**config.mk**
```make
export PLATFORM = sky130hd
export DESIGN_NAME = bolm_ctrl
export DESIGN_NICKNAME = d
export VERILOG_FILES = /design/src/sv/bolm_pkg.sv /design/src/sv/bolm_ctrl.sv
export SDC_FILE = /design/constraint.sdc
export NUM_CORES = 1
export LEC_CHECK = 0
export ABC_AREA = 1
export BUFFER_PORTS_ARGS = -buffer_cell sky130_fd_sc_hd__buf_4
export CORE_AREA = 2 2 39 41
export CTS_BUF_LIST = sky130_fd_sc_hd__clkbuf_16
export CTS_CLUSTER_DIAMETER = 150
export DETAILED_ROUTE_END_ITERATION = 6
export DIE_AREA = 0 0 41 43
export MAX_ROUTING_LAYER = met4
export PLACE_DENSITY = 0.63
export SKIP_CTS_REPAIR_TIMING = 1
export SYNTH_ARGS = -nofsm -noshare
export SYNTH_HDL_FRONTEND = slang
export SYNTH_SLANG_ARGS = --single-unit
```
**constraint.sdc**
```tcl
create_clock -name clk_i -period 1.2 [get_ports clk_i]
set_input_delay 0.24 -clock clk_i [delete_from_list [all_inputs] [get_ports clk_i]]
set_output_delay 0.24 -clock clk_i [all_outputs]
set_load 0.01 [all_outputs]
```
**src/sv/bolm_pkg.sv**
```systemverilog
// ----------------------------------------------------------------------------
// bolm_pkg
// types and constants shared by the box overlap label matcher
// ----------------------------------------------------------------------------
package bolm_pkg;

  localparam int unsigned FIELD_COORD_W = 12;
  localparam int unsigned RATE_W        = 16;
  localparam int unsigned IDX_OUT_W     = 6;
  localparam int unsigned CNT_OUT_W     = 7;
  localparam logic [RATE_W-1:0] RATE_RESET = 16'd52429;

  typedef enum logic [1:0] {
    OP_CLEAR = 2'd0,
    OP_ADD   = 2'd1,
    OP_QUERY = 2'd2,
    OP_NONE  = 2'd3
  } op_e;

  typedef struct packed {
    logic [1:0]  operation;
    logic [11:0] box_x;
    logic [11:0] box_y;
    logic [11:0] box_width;
    logic [11:0] box_height;
    logic [7:0]  label_class;
    logic [15:0] label_confidence;
    logic [23:0] label_color;
  } in_item_t;

  typedef struct packed {
    logic        status;
    logic        matched;
    logic [5:0]  match_index;
    logic [7:0]  match_class;
    logic [15:0] match_confidence;
    logic [23:0] match_color;
    logic [15:0] overlap_rate;
    logic [6:0]  entry_count;
  } out_item_t;

  typedef enum logic [2:0] {
    ST_IDLE,
    ST_SCAN,
    ST_DRAIN,
    ST_DIV,
    ST_OUT
  } state_e;

  typedef struct packed {
    logic load;
    logic clear;
    logic add;
    logic scan_start;
    logic scan_step;
    logic div_start;
    logic div_step;
    logic finish;
  } cmd_t;

  typedef struct packed {
    logic scan_last;
    logic pipe_empty;
    logic div_done;
    logic is_match;
  } sts_t;

endpackage

```
**src/sv/bolm_ctrl.sv**
```systemverilog
// ----------------------------------------------------------------------------
// bolm_ctrl
// sequencer for clear, add and query items
// ----------------------------------------------------------------------------
module bolm_ctrl (
  input  logic            clk_i,
  input  logic            rst_ni,
  input  logic            in_valid_i,
  input  logic [1:0]      op_i,
  input  logic            out_ready_i,
  input  bolm_pkg::sts_t  sts_i,
  output logic            in_ready_o,
  output logic            out_valid_o,
  output bolm_pkg::cmd_t  cmd_o
);
  import bolm_pkg::*;

  state_e state_q, state_d;

  always_ff @(posedge clk_i or negedge rst_ni) begin
    if (!rst_ni) begin
      state_q <= ST_IDLE;
    end else begin
      state_q <= state_d;
    end
  end

  always_comb begin
    state_d     = state_q;
    cmd_o       = '0;
    in_ready_o  = 1'b0;
    out_valid_o = 1'b0;
    unique case (state_q)
      ST_IDLE: begin
        in_ready_o = 1'b1;
        if (in_valid_i) begin
          cmd_o.load = 1'b1;
          case (op_i)
            OP_CLEAR: begin
              cmd_o.clear = 1'b1;
              state_d = ST_OUT;
            end
            OP_ADD: begin
              cmd_o.add = 1'b1;
              state_d = ST_OUT;
            end
            OP_QUERY: begin
              cmd_o.scan_start = 1'b1;
              state_d = ST_SCAN;
            end
            default: state_d = ST_OUT;
          endcase
        end
      end
      ST_SCAN: begin
        cmd_o.scan_step = 1'b1;
        if (sts_i.scan_last) state_d = ST_DRAIN;
      end
      ST_DRAIN: begin
        if (sts_i.pipe_empty) begin
          if (sts_i.is_match) begin
            cmd_o.div_start = 1'b1;
            state_d = ST_DIV;
          end else begin
            state_d = ST_OUT;
          end
        end
      end
      ST_DIV: begin
        cmd_o.div_step = 1'b1;
        if (sts_i.div_done) state_d = ST_OUT;
      end
      ST_OUT: begin
        out_valid_o = 1'b1;
        if (out_ready_i) begin
          cmd_o.finish = 1'b1;
          state_d = ST_IDLE;
        end
      end
      default: state_d = ST_IDLE;
    endcase
  end

endmodule

```
==> results.sh, run 1 <==
export IMPL_port_buffers=19
export IMPL_wirelength_met1_um=464
export IMPL_post_dp_cell_area_um2=559
export IMPL_cts_tree="yes"
export IMPL_die_w_um=41
export IMPL_timing_hold_ws_ns=0.350
export IMPL_finalInstanceArea_um2=759
export IMPL_routed_wl_met2_um=565
export IMPL_htree_levels=1
export IMPL_insertion_delay_ns=0.22
export IMPL_rr_worst_depth=9
export IMPL_power_mw=1.65
export IMPL_firstDrtPassIters=4
export IMPL_worst_pin_slew_ns=0.230
export IMPL_wl_met3_um=66
export IMPL_drv_slew=0
export IMPL_multiInputGateArea_um2=269
export IMPL_ir_drop_v=0.000999
export IMPL_post_route_period_util=1.22
export IMPL_drt_iter0_markers=4
export IMPL_nFillCells=131
export IMPL_syn_area_per_cell_um2=6.08
export IMPL_final_nets=103
export IMPL_drt_wl_total_um=1100
export IMPL_dp_slack_ns=-0.0765
export IMPL_clk_path_buf_depth=2
export IMPL_ys_seq_area_frac=0.217
export IMPL_path_class="register to output pin"
export IMPL_synthesis_nets=67
export IMPL_cp_depth=5
export IMPL_worstSetupEndpointType="output pin"
export IMPL_grt_overflow=0
export IMPL_synth_area_leaders="dfrtp_1 (22%), nand2_1 (13%), nand3_1 (10%)"
export IMPL_fin_tns_setup_ns=-2.43
export IMPL_antenna_left=0
export IMPL_initial_core_util=0.250
export IMPL_fmax_mhz=682
export IMPL_r2r_start="state_q[1]$_DFFE_PN0P_"
export IMPL_syn_area_um2=347
export IMPL_mostFrequentLayoutCells="buf_4 (27), nand2_1 (11), inv_1 (9), nand3_1 (6)"
export IMPL_grt_max_degree=6
export IMPL_syn_inst=57
export IMPL_die_area_um2=1760
export IMPL_via_count=474
export IMPL_cts_buffers=3
export IMPL_yosys_warnings=0
export IMPL_cp_max_fo=4
export IMPL_yosys_area_top_type="dfrtp_1"
export IMPL_ys_ff_latch=3
export IMPL_final_setup_viol_count=13
export IMPL_coreArea_um2=1380
export IMPL_rows=14
export IMPL_n_antenna_cell=0
export IMPL_place_hpwl_um=788
export IMPL_violations="setup timing"
export IMPL_vias_per_cell=4.39
export IMPL_post_route_util=0.549
export IMPL_highest_layer="met3"
export IMPL_fin_ws_ns=-0.267
export IMPL_rsz0062_at_grt="yes"
export IMPL_fin_crit_ns=1.47
export IMPL_crit_buf_inv=1
export IMPL_synth_top_area_share=0.217
export IMPL_hp_class="primary input to async pin"
export IMPL_synth_cell_types=15
export IMPL_leakage_nw=0.418
export IMPL_grtUsageTotal=0.134
export IMPL_syn_to_final_growth_pct=119
export IMPL_cp_required_ns=0.96
export IMPL_grt_pass1_vias=420
export IMPL_path_cells="nor2_4, nand2_4, nor2_4, and3_1, buf_4"
export IMPL_route_detailed_drc=0
export IMPL_r2r_end="state_q[2]$_DFFE_PN0P_"
export IMPL_slew_headroom=0.845
export IMPL_slowest_stage="dfrtp_1"
export IMPL_critical_path_top_delay_family="simple AND/OR/NAND/NOR gates"
export IMPL_finalHoldViolations=0
export IMPL_p_per_area_nw_per_um2=2170
export IMPL_path_clk_slew_ns=0.03
export IMPL_clockRootBuffer="clkbuf_16"
export IMPL_reg_top3="state_q x3"
export IMPL_final_common_cell="buf_4"
export IMPL_cp_start_kind="register"
export IMPL_grt_first_pass_wirelength_um=1590
export IMPL_placed_cells=99
export IMPL_antenna_found_initial=0
export IMPL_largest_reg_flops=3
export IMPL_cpMostUsedCell="nor2_4"
export IMPL_final_seq_area_um2=77.6
export IMPL_critPathMaxStageDelay_ns=0.42
export IMPL_critPathArrivalTime_ns=1.23
export IMPL_final_cells=108
export IMPL_die_height_um=43
export IMPL_layout_drive_gt1_share=0.641
export IMPL_status="complete, but fails checks"
export IMPL_pin_count=20
export IMPL_finClkSkew_ns=0.00282
export IMPL_drv_cap=0
export IMPL_r2r_setup_slack_ns=-0.07
export IMPL_top_register="state_q"
export IMPL_numClockSinks=3
export IMPL_wl_per_cell_um=10.1
export IMPL_gp_congestion=0.824
## worst max path at each step
stage | startpoint | to
2_1_floorplan | state_q[1]$_DFFE_PN0P_ | cmd_o[6]
3_3_place_gp | state_q[2]$_DFFE_PN0P_ | cmd_o[5]
3_5_place_dp | state_q[2]$_DFFE_PN0P_ | cmd_o[5]
4_1_cts | state_q[2]$_DFFE_PN0P_ | cmd_o[5]
5_1_grt | state_q[1]$_DFFE_PN0P_ | cmd_o[5]
6_report | state_q[1]$_DFFE_PN0P_ | cmd_o[5]
## cells in the mapped netlist
| library cell | instances |
|---|---|
| dfrtp_1 | 3 |
| nor3_1 | 1 |
| o21ai_0 | 2 |
| nand2_2 | 4 |
| nor2_2 | 4 |
| nand3_2 | 1 |
| nor2_1 | 5 |
| buf_6 | 2 |
| nand2_1 | 12 |
| and3_1 | 1 |
| inv_1 | 8 |
| nor2_4 | 1 |
| nand3_1 | 7 |
| inv_2 | 4 |
| nor4_1 | 2 |
## cells by family after synthesis
family / synth area share
buffers and inverters: 0.195
AND/OR/NAND/NOR: 0.560
AO/OA/AOI/OAI: 0.0289
flip-flops: 0.217
## final cells by class
class / count / area share
sequential: 3 / 0.102
timing repair buffer: 33 / 0.354
tap: 16 / 0.0264
inverter: 12 / 0.0593
clock inverter: 1 / 0.00494
clock buffer: 3 / 0.0988
multi-input combinational: 40 / 0.354
## metal layers
| layer | vias up | track usage |
|---|---|---|
| met5 | - | - |
| met4 | 0 | 0.0400 |
| met3 | 0 | 0.0471 |
| met2 | 18 | 0.194 |
| met1 | 211 | 0.172 |
| li1 | 245 | - |
## power breakdown
part | internal (mW) | switching (mW) | leakage, nW | total [mW]
combinational | 0.479 | 0.462 | 0.339 | 0.941
clock | 0.429 | 0.0808 | 0.0423 | 0.510
sequential | 0.140 | 0.0555 | 0.0367 | 0.195
No activity file was read; power rests on OpenSTA's default activity.
==> run 2, diff against run 1 <==
--- a/config.mk
+++ b/config.mk
@@ -5,7 +5,7 @@
 export SDC_FILE = /design/constraint.sdc
 export NUM_CORES = 1
 export LEC_CHECK = 0
-export ABC_AREA = 1
+export ABC_AREA = 0
 export BUFFER_PORTS_ARGS = -buffer_cell sky130_fd_sc_hd__buf_4
 export CORE_AREA = 2 2 39 41
 export CTS_BUF_LIST = sky130_fd_sc_hd__clkbuf_16
@@ -13,7 +13,7 @@
 export DETAILED_ROUTE_END_ITERATION = 6
 export DIE_AREA = 0 0 41 43
 export MAX_ROUTING_LAYER = met4
-export PLACE_DENSITY = 0.63
+export PLACE_DENSITY = 0.61
 export SKIP_CTS_REPAIR_TIMING = 1
 export SYNTH_ARGS = -nofsm -noshare
 export SYNTH_HDL_FRONTEND = slang
==> run 2 against run 1 <==
The flow still finishes with violations (setup timing). Utilization shrank 0.54 points. Sequential power rose by 23%. Setup slack lost 0.18 ns. Global-route usage up 0.46 points. Critical path type unchanged.
==> results.sh, run 2 <==
export IMPL_status="complete, but fails checks"
export IMPL_violations="setup timing"
export IMPL_reg_top3="state_q x3"
export IMPL_drt_wl_total_um=1170
export IMPL_path_class="register to output pin"
export IMPL_syn_area_per_cell_um2=7.69
export IMPL_vias_per_cell=4.55
export IMPL_swShare=0.350
export IMPL_wl_met3_um=31
export IMPL_final_setup_viol_count=13
export IMPL_cp_required_ns=0.96
export IMPL_place_hpwl_um=802
export IMPL_cp_depth=5
export IMPL_endpoint="cmd_o[5]"
export IMPL_syn_to_final_growth_pct=138
export IMPL_grtUsageTotal=0.139
export IMPL_finalHoldViolations=0
export IMPL_seq_power_share=0.125
export IMPL_drt_iter0_markers=8
export IMPL_grt_pass1_vias=372
export IMPL_critPathArrivalTime_ns=1.40
export IMPL_worst_pin_slew_ns=0.203
export IMPL_grt_first_pass_wirelength_um=1550
export IMPL_post_route_util=0.543
export IMPL_power_switching_mw=0.671
export IMPL_critPathMaxStageDelay_ns=0.41
export IMPL_placed_cells=83
export IMPL_critical_path_top_delay_family="simple AND/OR/NAND/NOR gates"
export IMPL_post_dp_cell_area_um2=558
export IMPL_coreArea_um2=1380
export IMPL_synth_flop_cell="dfrtp_1"
export IMPL_cp_max_fo=4
export IMPL_hp_class="primary input to async pin"
export IMPL_syn_area_um2=315
export IMPL_htree_levels=1
export IMPL_drv_slew=0
export IMPL_grt_max_degree=8
export IMPL_syn_inst=41
export IMPL_die_area_um2=1760
export IMPL_clockRootBuffer="clkbuf_16"
export IMPL_wl_per_cell_um=12.9
export IMPL_ir_drop_v=0.00125
export IMPL_final_nets=86
export IMPL_routed_wl_met2_um=667
export IMPL_ys_ff_latch=3
export IMPL_ys_seq_area_frac=0.238
export IMPL_timing_hold_ws_ns=0.346
export IMPL_path_clk_slew_ns=0.03
export IMPL_rows=14
export IMPL_numClockSinks=3
export IMPL_r2r_end="state_q[0]$_DFFE_PN0P_"
export IMPL_rsz0062_at_grt="yes"
export IMPL_synth_edff_count=0
export IMPL_clock_power_share=0.277
export IMPL_port_buffers=19
export IMPL_layout_drive_gt1_share=0.720
export IMPL_largest_reg_flops=3
export IMPL_cp_start_kind="register"
export IMPL_fin_tns_setup_ns=-3.54
export IMPL_finClkSkew_ns=0.00273
export IMPL_clk_path_buf_depth=2
export IMPL_firstDrtPassIters=4
export IMPL_p_comb_frac=0.598
export IMPL_yosys_area_top_type="dfrtp_1"
export IMPL_drv_cap=0
export IMPL_antenna_left=0
export IMPL_finalInstanceArea_um2=752
export IMPL_p_int_mw=1.25
export IMPL_yosys_warnings=0
export IMPL_yosys_top_cells_count="nor3_1 (6), nor2_1 (5), a21oi_1 (3), dfrtp_1 (3), inv_1 (3)"
export IMPL_r2r_setup_slack_ns=-0.27
export IMPL_die_w_um=41
export IMPL_rr_worst_depth=5
export IMPL_n_antenna_cell=0
export IMPL_dp_slack_ns=-0.241
export IMPL_synth_top_area_share=0.238
export IMPL_p_per_area_nw_per_um2=2550
export IMPL_initial_core_util=0.228
export IMPL_die_height_um=43
export IMPL_synthesis_nets=51
export IMPL_via_count=414
export IMPL_crit_start="state_q[0]$_DFFE_PN0P_"
export IMPL_power_mw=1.92
export IMPL_r2r_start="state_q[0]$_DFFE_PN0P_"
export IMPL_grt_overflow=0
export IMPL_final_common_cell="buf_4"
export IMPL_post_route_period_util=1.37
export IMPL_fin_crit_ns=1.64
export IMPL_cts_tree="yes"
export IMPL_route_detailed_drc=0
export IMPL_highest_layer="met4"
export IMPL_top_register="state_q"
export IMPL_final_cells=91
export IMPL_worstSetupEndpointType="output pin"
export IMPL_fmax_mhz=608
export IMPL_mostFrequentLayoutCells="buf_4 (25), buf_6 (7), inv_1 (4)"
export IMPL_slowest_stage="dfrtp_2"
export IMPL_fin_ws_ns=-0.444
export IMPL_antenna_found_initial=0
export IMPL_insertion_delay_ns=0.23
export IMPL_wirelength_met1_um=447
export IMPL_path_cells="buf_6, nor3_4, nand2_2, nor3b_2, buf_4"
export IMPL_gp_congestion=0.834
export IMPL_crit_buf_inv=2
export IMPL_synth_area_leaders="dfrtp_1 (24%), nor3_1 (9.5%), mux2_1 (7.1%)"
export IMPL_cts_buffers=3
export IMPL_synth_cell_types=22
export IMPL_slew_headroom=0.865
export IMPL_pin_count=20
export IMPL_synth_most_common_cell="nor3_1"
export IMPL_leakage_nw=0.356
export IMPL_async_flop_share=1.00
-- run 2: how the worst min path moves through the flow --
stage / end / startpoint / cells after the start
after global routing: state_q[2]$_DFFE_PN0P_ / rst_ni / 2
after detailed placement: state_q[0]$_DFFE_PN0P_ / rst_ni / 1
after global placement: state_q[0]$_DFFE_PN0P_ / rst_ni / 1
after floorplan: state_q[0]$_DFFE_PN0P_ / rst_ni / 0
after CTS: state_q[2]$_DFFE_PN0P_ / rst_ni / 1
final: state_q[2]$_DFFE_PN0P_ / rst_ni / 2
-- run 2: kinds of logic (layout without fill, tap and decap cells) --
group	count (synthesis)	in the layout	share of synthesized area
buffers and inverters	6	40	0.0992
AOI/OAI and AO/OA	7	7	0.159
and+or+nand+nor	21	21	0.365
muxes	4	4	0.139
DFF	3	3	0.238
-- run 2: area by class of cell --
type                    count  area (um^2)
clock buffers               3         75.1
clock inverters             1         3.75
fillers                   116          632
inverters                   3         11.3
multi-input cells          32          287
flip-flops and latches      3         78.8
well taps                  16         20.0
repair buffers             33          277
-- run 2: power by group through the flow --
stage	Sequential [mW]	Clock [mW]	Combinational [mW]
after global placement	0.232	0	0.881
after floorplan	0.171	0	0.597
after detailed placement	0.231	0	0.891
after CTS	0.229	0.536	0.893
final	0.239	0.532	1.15
after global routing	0.249	0.543	1.23
-- run 2: routing by layer --
metal | up-vias | GRT usage
met1 | 195 | 0.160
met2 | 7 | 0.209
met3 | 3 | 0.0157
li1 | 209 | -
met5 | - | -
met4 | 0 | 0.100
==> run 3, diff against run 2 <==
--- a/config.mk
+++ b/config.mk
@@ -14,7 +14,6 @@
 export DIE_AREA = 0 0 41 43
 export MAX_ROUTING_LAYER = met4
 export PLACE_DENSITY = 0.61
-export SKIP_CTS_REPAIR_TIMING = 1
 export SYNTH_ARGS = -nofsm -noshare
 export SYNTH_HDL_FRONTEND = slang
 export SYNTH_SLANG_ARGS = --single-unit
==> run 3 against run 2 <==
The flow still finishes with violations (setup timing). Clock skew grew 0.0011 ns. Sequential cell count unchanged. Sequential share of layout area is 0.25 points lower. Combinational power is 5% higher. Routed wire length decreased by 2.6%. Final cell count grew 3.3%. Power rose by 2.1%. Final area grew 0.83%. Critical path type unchanged. Critical endpoint unchanged. Largest cell class is now buffers.
==> results.sh, run 3 (synthesis gave the netlist of run 2 again) <==
export IMPL_grt_first_pass_wirelength_um=1810
export IMPL_drt_wl_total_um=1140
export IMPL_drt_iter0_markers=4
export IMPL_slew_headroom=0.886
export IMPL_worst_pin_slew_ns=0.167
export IMPL_final_common_cell="buf_4"
export IMPL_p_per_area_nw_per_um2=2580
export IMPL_die_area_um2=1760
export IMPL_cts_tree="yes"
export IMPL_port_buffers=19
export IMPL_route_detailed_drc=0
export IMPL_wl_per_cell_um=12.2
export IMPL_mostFrequentLayoutCells="buf_4 (30), buf_6 (5), inv_1 (4)"
export IMPL_rows=14
export IMPL_finalHoldViolations=0
export IMPL_antenna_left=0
export IMPL_worstSetupEndpointType="output pin"
export IMPL_final_setup_viol_count=12
export IMPL_clockRootBuffer="clkbuf_16"
export IMPL_grt_max_degree=8
export IMPL_critPathArrivalTime_ns=1.30
export IMPL_cp_required_ns=0.96
export IMPL_antenna_found_initial=0
export IMPL_coreArea_um2=1380
export IMPL_slowest_stage="dfrtp_1"
export IMPL_gp_congestion=0.834
export IMPL_largest_reg_flops=3
export IMPL_syn_to_final_growth_pct=140
export IMPL_power_mw=1.96
export IMPL_grt_overflow=0
export IMPL_vias_per_cell=4.54
export IMPL_post_route_period_util=1.28
export IMPL_drv_cap=0
export IMPL_nFillCells=115
export IMPL_critPathMaxStageDelay_ns=0.39
export IMPL_via_count=427
export IMPL_layout_drive_gt1_share=0.718
export IMPL_reg_top3="state_q x3"
export IMPL_grtUsageMet3=0.0157
export IMPL_hp_class="primary input to async pin"
export IMPL_top_register="state_q"
export IMPL_violations="setup timing"
export IMPL_pin_count=20
export IMPL_finClkSkew_ns=0.00385
export IMPL_leakage_nw=0.369
export IMPL_drv_slew=0
export IMPL_status="complete, but fails checks"
export IMPL_final_seq_area_um2=77.6
export IMPL_rsz0062_at_grt="yes"
export IMPL_ir_drop_v=0.00123
export IMPL_cp_start_kind="register"
export IMPL_initial_core_util=0.228
export IMPL_dp_slack_ns=-0.241
export IMPL_critical_path_top_delay_family="simple AND/OR/NAND/NOR gates"
export IMPL_clk_path_buf_depth=2
export IMPL_grt_pass1_vias=427
export IMPL_firstDrtPassIters=4
export IMPL_path_class="register to output pin"
export IMPL_multiInputGateArea_um2=279
export IMPL_place_hpwl_um=802
export IMPL_numClockSinks=3
export IMPL_die_w_um=41
export IMPL_fin_crit_ns=1.54
export IMPL_grtUsageTotal=0.160
export IMPL_path_cells="buf_6, nor3_4, nand2_2, nor3b_2, buf_4"
export IMPL_path_clk_slew_ns=0.03
export IMPL_fin_ws_ns=-0.338
export IMPL_grt_met2_usage=0.253
export IMPL_crit_buf_inv=2
export IMPL_die_height_um=43
export IMPL_cp_max_fo=4
export IMPL_htree_levels=1
export IMPL_insertion_delay_ns=0.23
export IMPL_final_nets=89
export IMPL_cts_buffers=3
export IMPL_n_antenna_cell=0
export IMPL_grt_use_met1=0.181
export IMPL_fmax_mhz=650
export IMPL_grt_busiest_layer="met2"
[run 3: layout make-up]
type                       count  share of cell area
inverter                       3              0.0149
sequential                     3               0.102
clock buffer                   3              0.0990
clock inverter                 1             0.00495
tap                           16              0.0264
multi-input combinational     32               0.368
timing repair buffer          36               0.384
[run 3: worst paths after layout]
check / startpoint / end / slack (ns) / cells after the start
max: state_q[0]$_DFFE_PN0P_ / cmd_o[5] / -0.34 / 5
min: rst_ni / state_q[2]$_DFFE_PN0P_ / 0.34 / 2
max reg2reg: state_q[0]$_DFFE_PN0P_ / state_q[0]$_DFFE_PN0P_ / -0.29 / 5
min reg2reg: state_q[2]$_DFFE_PN0P_ / state_q[1]$_DFFE_PN0P_ / 0.67 / 2
max in group asynchronous: rst_ni / state_q[1]$_DFFE_PN0P_ / 0.76 / 2
min in group clk_i: sts_i[3] / state_q[1]$_DFFE_PN0P_ / 0.35 / 3
[run 3: per-layer routing]
layer  wire, um  vias up
li1           -      218
met1        423      195
met2        656       11
met3         36        3
met4         27        0
met5          0        -
[run 3: repair_timing]
| item | 4_1_cts | 5_1_grt |
|---|---|---|
| pin swaps | 4 | 3 |
| hold buffers | 1 | 0 |
| gates cloned | 0 | 0 |
| buffers inserted | 5 | 2 |
| gates resized for setup | 15 | 3 |
| hold endpoints to repair | 3 | 0 |
| endpoints found under the setup margin | 12 | 13 |
[run 3: worst reg2reg max path, cell delays in order, from the launching register on]
cell and delay [ns]:
dfrtp_1 0.37, buf_4 0.17, mux2i_2 0.23, a21oi_2 0.08, o22ai_2 0.17, mux2_1 0.34
[run 3: power breakdown]
part	switching (mW)	internal, mW	total, mW
sequential	0.0584	0.152	0.210
combinational	0.514	0.698	1.21
clock	0.104	0.431	0.535
[run 3: metrics by stage]
step | TNS, ns | area, um^2 | hold WS [ns] | util | std cells
final | -3.23 | 758 | 0.336 | 0.548 | 94
after global routing | -3.92 | 758 | 0.362 | 0.548 | 94
after CTS | -3.15 | 737 | 0.350 | 0.533 | 92
after detailed placement | -1.39 | 558 | 0.0338 | 0.403 | 83
after global placement | -1.33 | 558 | 0.0338 | 0.403 | 83
after floorplan | -0.493 | 354 | -0.0556 | - | 41
